[config.mk]
export PLATFORM = sky130hd
export DESIGN_NAME = rrpt_ctrl
export DESIGN_NICKNAME = d
export VERILOG_FILES = /design/src/rrpt_pkg.sv /design/src/rrpt_ctrl.sv
export SDC_FILE = /design/constraint.sdc
export NUM_CORES = 1
export LEC_CHECK = 0
export ABC_AREA = 1
export BUFFER_PORTS_ARGS = -buffer_cell sky130_fd_sc_hd__buf_2
export CORE_UTILIZATION = 30
export CTS_CLUSTER_SIZE = 28
export DETAILED_ROUTE_END_ITERATION = 6
export GPL_ROUTABILITY_DRIVEN = 0
export GPL_TIMING_DRIVEN = 0
export SLEW_MARGIN = 5
export SYNTH_ARGS = -nofsm -noshare
export SYNTH_HDL_FRONTEND = slang
export SYNTH_SLANG_ARGS = --single-unit
export TNS_END_PERCENT = 30
[constraint.sdc]
create_clock -name clk -period 1.4 [get_ports clk]
set_input_delay 0.35 -clock clk [delete_from_list [all_inputs] [get_ports clk]]
set_output_delay 0.35 -clock clk [all_outputs]
set_load 0.02 [all_outputs]
[src/rrpt_pkg.sv]
// Package for the resistance-ratio polynomial temperature converter.
// Holds the shared status codes, widths and controller-to-datapath command types.
// No dependencies.
package rrpt_pkg;

    localparam int ROW_WORDS    = 8;
    localparam int NOMINAL_WORD = 7;
    localparam int TOP_COEF     = 6;
    localparam int WORD_W       = 32;
    localparam int SAMPLE_W     = 24;

    typedef enum logic [1:0] {
        ST_OK     = 2'd0,
        ST_NONPOS = 2'd1,
        ST_SAT    = 2'd2,
        ST_LOAD   = 2'd3
    } status_t;

    // Commands from the controller to the datapath.
    typedef struct packed {
        logic       capture;   // latch the request fields
        logic       rd_en;     // read a table word
        logic [2:0] rd_word;   // which word of the row
        logic       ratio_ld;  // take the nominal word and start the divider
        logic       div_step;  // one quotient bit
        logic       ratio_fin; // saturate the quotient into p
        logic       acc_ld;    // load the accumulator from read data
        logic       mul_go;    // register the Horner product
        logic       add_go;    // floor, add coefficient, saturate
        logic       scl_go;    // register acc * SCALE
        logic       fin_go;    // form result and strobe it
    } dp_cmd_t;

    // Status from the datapath back to the controller.
    typedef struct packed {
        logic is_load;
        logic nonpos;
    } dp_stat_t;

endpackage

[src/rrpt_ctrl.sv]
// Controller state machine: sequences the read, divide, Horner and output
// steps of one request. Depends on rrpt_pkg.
module rrpt_ctrl (
    input  logic                clk,
    input  logic                rst_n,
    input  logic                start,
    input  rrpt_pkg::dp_stat_t  stat,
    output rrpt_pkg::dp_cmd_t   cmd,
    output logic                busy
);
    import rrpt_pkg::*;

    typedef enum logic [3:0] {
        S_IDLE, S_DECODE, S_RDNOM, S_RATIO, S_DIV, S_RFIN, S_RDTOP, S_ACCLD,
        S_MUL, S_ADD, S_SCL, S_FIN
    } state_t;

    state_t      state_reg;
    logic [5:0]  cnt_reg;
    logic [2:0]  coef_reg;
    logic        busy_reg;

    // Combinational command decode from the current state.
    always_comb
    begin
        cmd          = '0;
        cmd.capture  = start && !busy_reg;
        case (state_reg)
            S_RDNOM:
            begin
                cmd.rd_en   = 1'b1;
                cmd.rd_word = 3'(NOMINAL_WORD);
            end
            S_RATIO:  cmd.ratio_ld  = 1'b1;
            S_DIV:    cmd.div_step  = 1'b1;
            S_RFIN:
            begin
                cmd.ratio_fin = 1'b1;
                cmd.rd_en     = 1'b1;
                cmd.rd_word   = 3'(TOP_COEF);
            end
            S_ACCLD:  cmd.acc_ld = 1'b1;
            S_MUL:
            begin
                cmd.mul_go  = 1'b1;
                cmd.rd_en   = 1'b1;
                cmd.rd_word = coef_reg;
            end
            S_ADD:    cmd.add_go = 1'b1;
            S_SCL:    cmd.scl_go = 1'b1;
            S_FIN:    cmd.fin_go = 1'b1;
            default:  ;
        endcase
    end

    // State register and counters.
    always_ff @(posedge clk or negedge rst_n)
    begin
        if (!rst_n)
        begin
            state_reg <= S_IDLE;
            cnt_reg   <= '0;
            coef_reg  <= '0;
            busy_reg  <= 1'b0;
        end
        else
        begin
            case (state_reg)
                S_IDLE:
                    if (start)
                    begin
                        state_reg <= S_DECODE;
                        busy_reg  <= 1'b1;
                    end
                S_DECODE:
                    if (stat.is_load || stat.nonpos)
                        state_reg <= S_FIN;
                    else
                        state_reg <= S_RDNOM;
                S_RDNOM:  state_reg <= S_RATIO;
                S_RATIO:
                begin
                    state_reg <= S_DIV;
                    cnt_reg   <= 6'd55;
                end
                S_DIV:
                begin
                    cnt_reg <= cnt_reg - 6'd1;
                    if (cnt_reg == 6'd0)
                        state_reg <= S_RFIN;
                end
                S_RFIN:   state_reg <= S_ACCLD;
                S_ACCLD:
                begin
                    state_reg <= S_MUL;
                    coef_reg  <= 3'(TOP_COEF - 1);
                end
                S_MUL:    state_reg <= S_ADD;
                S_ADD:
                begin
                    coef_reg <= coef_reg - 3'd1;
                    if (coef_reg == 3'd0)
                        state_reg <= S_SCL;
                    else
                        state_reg <= S_MUL;
                end
                S_SCL:    state_reg <= S_FIN;
                S_FIN:
                begin
                    state_reg <= S_IDLE;
                    busy_reg  <= 1'b0;
                end
                default:  state_reg <= S_IDLE;
            endcase
        end
    end

    assign busy = busy_reg;

endmodule

==> results.ini, run 1 <==
[outcome]
status=finished with violations
violations=setup timing

[floorplan]
ios=19
start_util_pct=31.8
die-area_um2=3140
coreArea_um2=2760
rows=19
die_w_um=56.0
die-height_um=56.0

[timing]
worstMarginPinSlew_ps=328
setup-tns-final_ps=-3040
setup_violations=12
fin_ws_ps=-314
finalMaxSlewViolations=0
finalCritPeriodShare_pct=122
grt_setup_unrepaired=yes
skew_ps=2.13
fmax_mhz=584
slew_headroom_pct=78.2
hold_violations=0
fin_crit_ps=1710

[critical_path]
endpoint_kind=primary output
rr_worst_depth=8
cp-start-kind=flip-flop
crit_chain=inv_2 -> nand2_4 -> inv_4 -> nand2_4 -> o21ai_1 -> buf_4
r2r_slack_ps=50
crit_path_frequent_cell=nand2_4
critPathBufInv=3
critPathMaxFanout=5
crit_required_ps=1050
slowest_delay_ps=470
cpLargestDelayFamily=flip-flops
r2r_end=cnt_reg[5]
critPathKind=flip-flop to primary output
timing.rr.start=state_reg[2]
crit_slowest_cell=dfrtp_2
cp.depth=6
cp_data_arrival_time_ps=1360

[synth]
synth_area_per_cell_um2=7.42
ys_seq_elements=14
yosys.area.top_type_share_pct=40.0
synth_simple_gate_area_share_pct=36.6
synth_most_common_cell=nand2_1
synth_edf_count=0
synth_compound_area_share_pct=10.0
netlist_area_um2=876
syn_nets=127
synth_flop_cell=dfrtp_1
synth_top_family_by_area=simple AND/OR/NAND/NOR gates
ys_seq_area_share_pct=40.0
synth.distinct_cells=20
yosys.area.top_type=dfrtp_1
synthMuxAreaShare_pct=0
synth_common_cells=nand2_1, nor2_1, inv_1, dfrtp_1, nand3_1
async_flop_share_pct=100
synthAdderAreaFrac_pct=5.71
synthXorXnorAreaFrac_pct=0
ys_warn_count=0
synthCells=118
synth_area_leaders=dfrtp_1, nand2_1, nor2_1

[min_path]
whs_endpoint=busy
min_from=start
hold_depth=3
hold_class=input port to flip-flop

[final_layout]
nets=159
drive_gt1_share_pct=43.6
stdcell_count=180
n_antenna_cell=0
synthToLayoutAreaGrowth_pct=42.9
largest_register_ffs=6

[global_route]
use_met2_pct=22.6
antenna_found_initial=0
track_usage_pct=12.9
overflow=0
met1_usage_pct=15.6
top_usage_layer=met2
grt_max_degree=15
grt_use_met3_pct=1.40
grt_pass1_vias=771
grt_pass1_wl_mm=3.26

[routing]
avgViaCountPerCell=4.74
wl_mm=2.08
drt_iter0_markers=12
drt_first_pass_iters=4
drc_errors=0
wire_per_inst_um=11.6
detail-route-antenna-nets=0
vias=853

[clocking]
cts_tree=done
clkTransAtPathRegs_ps=100
clock_sinks=14
cts_buffers=3
clk_latency_ps=290
cts_max_level=1
cts_max_path_buffers=2
ctsRootBufferMaster=clkbuf_4

[place]
pre_cts_ws_ps=-139
placed_cells=167
dp_hpwl_mm=1.43
placement.io_buffers=18

[power]
pwr-share-clk_pct=11.1
p_sw_mw=1.36
pwr-share-seq_pct=27.9
totalPowerFinal_mw=2.81
internal_power_mw=1.44
ir_worst_vdd_uv=1100
swShare_pct=48.5
leakagePower_nw=0.617
p_comb_share_pct=60.9
p_per_area_nw_per_um2=2240

[run]
cap_violations=0

-- metal layers --
layer / up-vias / routed length, um
li1: 433 / -
met1: 399 / 919
met2: 18 / 1110
met3: 3 / 38
met4: 0 / 16
met5: - / 0
-- cell families after synthesis --
kind of cell,after synthesis
AOI/OAI and AO/OA,16
DFF,14
adders and majority gates,4
buffers and inverters,18
and+or+nand+nor,66
-- layout make-up --
class | count | area [um2]
Clock buffer | 4 | 36.3
Fill cell | 273 | 1510
Inverter | 18 | 72.6
Multi-Input combinational cell | 86 | 536
Sequential cell | 14 | 355
Tap cell | 31 | 38.8
Timing Repair Buffer | 27 | 213
-- power by group through the flow --
stage                     clock network, mW  registers (mW)  logic (mW)
after floorplan                           0           0.723       0.954
after global placement                    0           0.728        1.24
after detailed placement                  0           0.734        1.27
after CTS                             0.308           0.748        1.49
after global routing                  0.328           0.814        1.86
final                                 0.312           0.784        1.71
-- placed cells by master, fill, tap and decap left out, types with 2 or more instances in the layout --
cell type | netlist | layout
clkbuf_4 | 0 | 3
nand2_1 | 25 | 22
ha_1 | 4 | 4
inv_2 | 2 | 5
nand2_4 | 0 | 5
dfrtp_1 | 14 | 10
o21ai_1 | 3 | 4
dfrtp_2 | 0 | 4
nor2_4 | 5 | 9
nor2_2 | 2 | 4
inv_1 | 16 | 11
o21ai_0 | 7 | 5
inv_4 | 0 | 2
buf_6 | 0 | 6
buf_2 | 0 | 6
nor2_1 | 18 | 12
nand3_1 | 8 | 8
buf_4 | 0 | 14
a21oi_1 | 3 | 3
nand2_2 | 4 | 2
-- per-stage QoR --
step / util (%) / hold slack, ps / area (um2)
after floorplan: - / 54.4 / 890
after global placement: 36.9 / 266 / 1020
after detailed placement: 36.9 / 267 / 1020
after CTS: 42.2 / 303 / 1160
after global routing: 45.4 / 310 / 1250
final: 45.4 / 299 / 1250
-- how the worst max path moves through the flow --
stage,slack (ps),to,from
floorplan,-80,cmd[10],state_reg[2]
global placement,-110,cmd[9],state_reg[2]
detailed placement,-140,cmd[10],state_reg[2]
CTS,-320,cmd[10],state_reg[3]
global route,-380,cmd[9],state_reg[2]
finish,-310,cmd[9],state_reg[2]
-- worst min-delay path, cell delays in order --
cell and delay [ps]:
buf_2 100, nand2_1 50, a21oi_1 50
-- repair_timing --
action                                 in CTS  in global routing
pin swaps                                   5                  4
resized for setup                          26                 20
setup endpoints to repair                  12                 13
endpoints found under the hold margin      14                  0
hold buffers                                1                  0
buffers inserted                            5                  3
Power figures use the tool's default switching activity.
==> run 2, diff against run 1 <==
Settings changed: BUFFER_PORTS_ARGS -buffer_cell sky130_fd_sc_hd__buf_2 to -buffer_cell sky130_fd_sc_hd__buf_4.
==> run 2 against run 1 <==
  * The run still ends with setup timing left
  * Hold slack improved by 18 ps
  * Sequential share of layout area decreased by 1.3 points
  * Register-to-register slack better by 30 ps
  * Wire length up 5.8%
  * Non-clock buffer count grew 2
  * Combinational power rose by 13%
  * Clock skew about the same
  * Setup slack got worse by 13 ps
  * Critical path type unchanged
  * Largest cell class unchanged
==> results.ini, run 2 (synthesized netlist as in run 1, its figures left out) <==
[outcome]
status=finished with violations
violations=setup timing

[floorplan]
die_w_um=56.0
rows=19
ios=19
coreArea_um2=2760
start_util_pct=31.8
die-area_um2=3140
die-height_um=56.0

[run]
cap_violations=0

[clocking]
cts_max_path_buffers=2
cts_tree=done
clk_latency_ps=290
cts_max_level=1
clkTransAtPathRegs_ps=90
cts_buffers=3
ctsRootBufferMaster=clkbuf_4
clock_sinks=14

[final_layout]
synthToLayoutAreaGrowth_pct=49.6
drive_gt1_share_pct=44.0
fin_util_pct=47.5
final-seq-area_um2=355
multi_input_area_um2=549
nets=161
fill_cells=279
largest_register_ffs=6
final_cell_mix=nand2_1, buf_4, nor2_1
fin_area_um2=1310
layout_commonest_cell=nand2_1
n_antenna_cell=0

[routing]
vias=855
wire_per_inst_um=12.2
detail-route-antenna-nets=0
avgViaCountPerCell=4.72
drc_errors=0
wl_mm=2.20
drt_first_pass_iters=4
drt_iter0_markers=32

[global_route]
top_usage_layer=met2
antenna_found_initial=0
grt_max_degree=15
track_usage_pct=13.3
grt_use_met3_pct=1.40
grt_pass1_wl_mm=3.24
met1_usage_pct=15.5
grt_pass1_vias=759
use_met2_pct=23.6
overflow=0

[critical_path]
cp-start-kind=flip-flop
slowest_delay_ps=480
critPathMaxFanout=6
endpoint_kind=primary output
crit_chain=nor2_2 -> nand2_4 -> o21ai_2 -> buf_6
crit_slowest_cell=dfrtp_2
critPathKind=flip-flop to primary output
cp_data_arrival_time_ps=1380
r2r_slack_ps=80
timing.rr.start=state_reg[0]
rr_worst_depth=6
r2r_end=cnt_reg[5]
crit_required_ps=1050

[power]
pwr-share-seq_pct=26.4
totalPowerFinal_mw=2.95
swShare_pct=47.9
pwr-share-clk_pct=8.1
p_sw_mw=1.41
p_comb_share_pct=65.5
ir_worst_vdd_uv=1290
internal_power_mw=1.54
leakagePower_nw=0.645
p_per_area_nw_per_um2=2250

[timing]
grt_setup_unrepaired=yes
finalCritPeriodShare_pct=123
slew_headroom_pct=85.1
skew_ps=2.33
hold_violations=0
setup-tns-final_ps=-3040
setup_violations=12
fmax_mhz=579
finalMaxSlewViolations=0
fin_crit_ps=1730
fin_ws_ps=-326
worstMarginPinSlew_ps=221

[min_path]
min_from=start
hold_class=input port to flip-flop
whs_endpoint=busy
hold_depth=3

[place]
pre_cts_ws_ps=-124
dp_hpwl_mm=1.50
postPlaceCellArea_um2=1060
placement.io_buffers=18

run 2: cell type report:
cell class	count	area share, %
clock buffers	3	1.72
inverters	18	5.35
multi-input cells	86	41.9
flip-flops and latches	14	27.1
well taps	31	2.96
repair buffers	29	20.9
run 2: metal layers:
metal | up-vias | share of wire [%]
met5 | - | 0
met4 | 0 | 1.5
met3 | 4 | 1.2
met2 | 12 | 54
met1 | 403 | 43
li1 | 436 | -
run 2: worst max-delay path by stage:
| stage | slack (ps) | cells after the start | start | to |
|---|---|---|---|---|
| after global routing | -380 | 4 | state_reg[0] | cmd[10] |
| final | -330 | 4 | state_reg[0] | cmd[10] |
| after global placement | -110 | 6 | state_reg[2] | cmd[9] |
| after detailed placement | -120 | 6 | state_reg[2] | cmd[10] |
| after CTS | -340 | 6 | state_reg[3] | cmd[10] |
| after floorplan | -80 | 5 | state_reg[2] | cmd[10] |
run 2: metrics by stage:
| stage | std cells | hold WS, ps |
|---|---|---|
| 2_1_floorplan | 118 | 54.4 |
| 3_3_place_gp | 167 | 209 |
| 3_5_place_dp | 167 | 217 |
| 4_1_cts | 176 | 317 |
| 5_1_grt | 181 | 304 |
| 6_report | 181 | 317 |
run 2: critical path: cells and delay by family (launching register included):
family,cells,cell delay (ps)
buf+inv,1,140
flops,1,480
simple gates,2,310
compound gates,1,160
run 2: power by group through the flow:
stage          Clock [mW]  Sequential [mW]  Combinational (mW)
2_1_floorplan           0            0.723               0.954
3_3_place_gp            0            0.730                1.33
3_5_place_dp            0            0.738                1.35
4_1_cts             0.245            0.742                1.59
5_1_grt             0.264            0.804                2.08
6_report            0.240            0.778                1.93
run 2: timing repair:
action / CTS / global route
endpoints found under the setup margin: 12 / 12
hold endpoints to repair: 14 / 0
gates resized for setup: 20 / 20
hold buffers: 1 / 0
pin swaps: 4 / 7
buffers inserted: 5 / 5
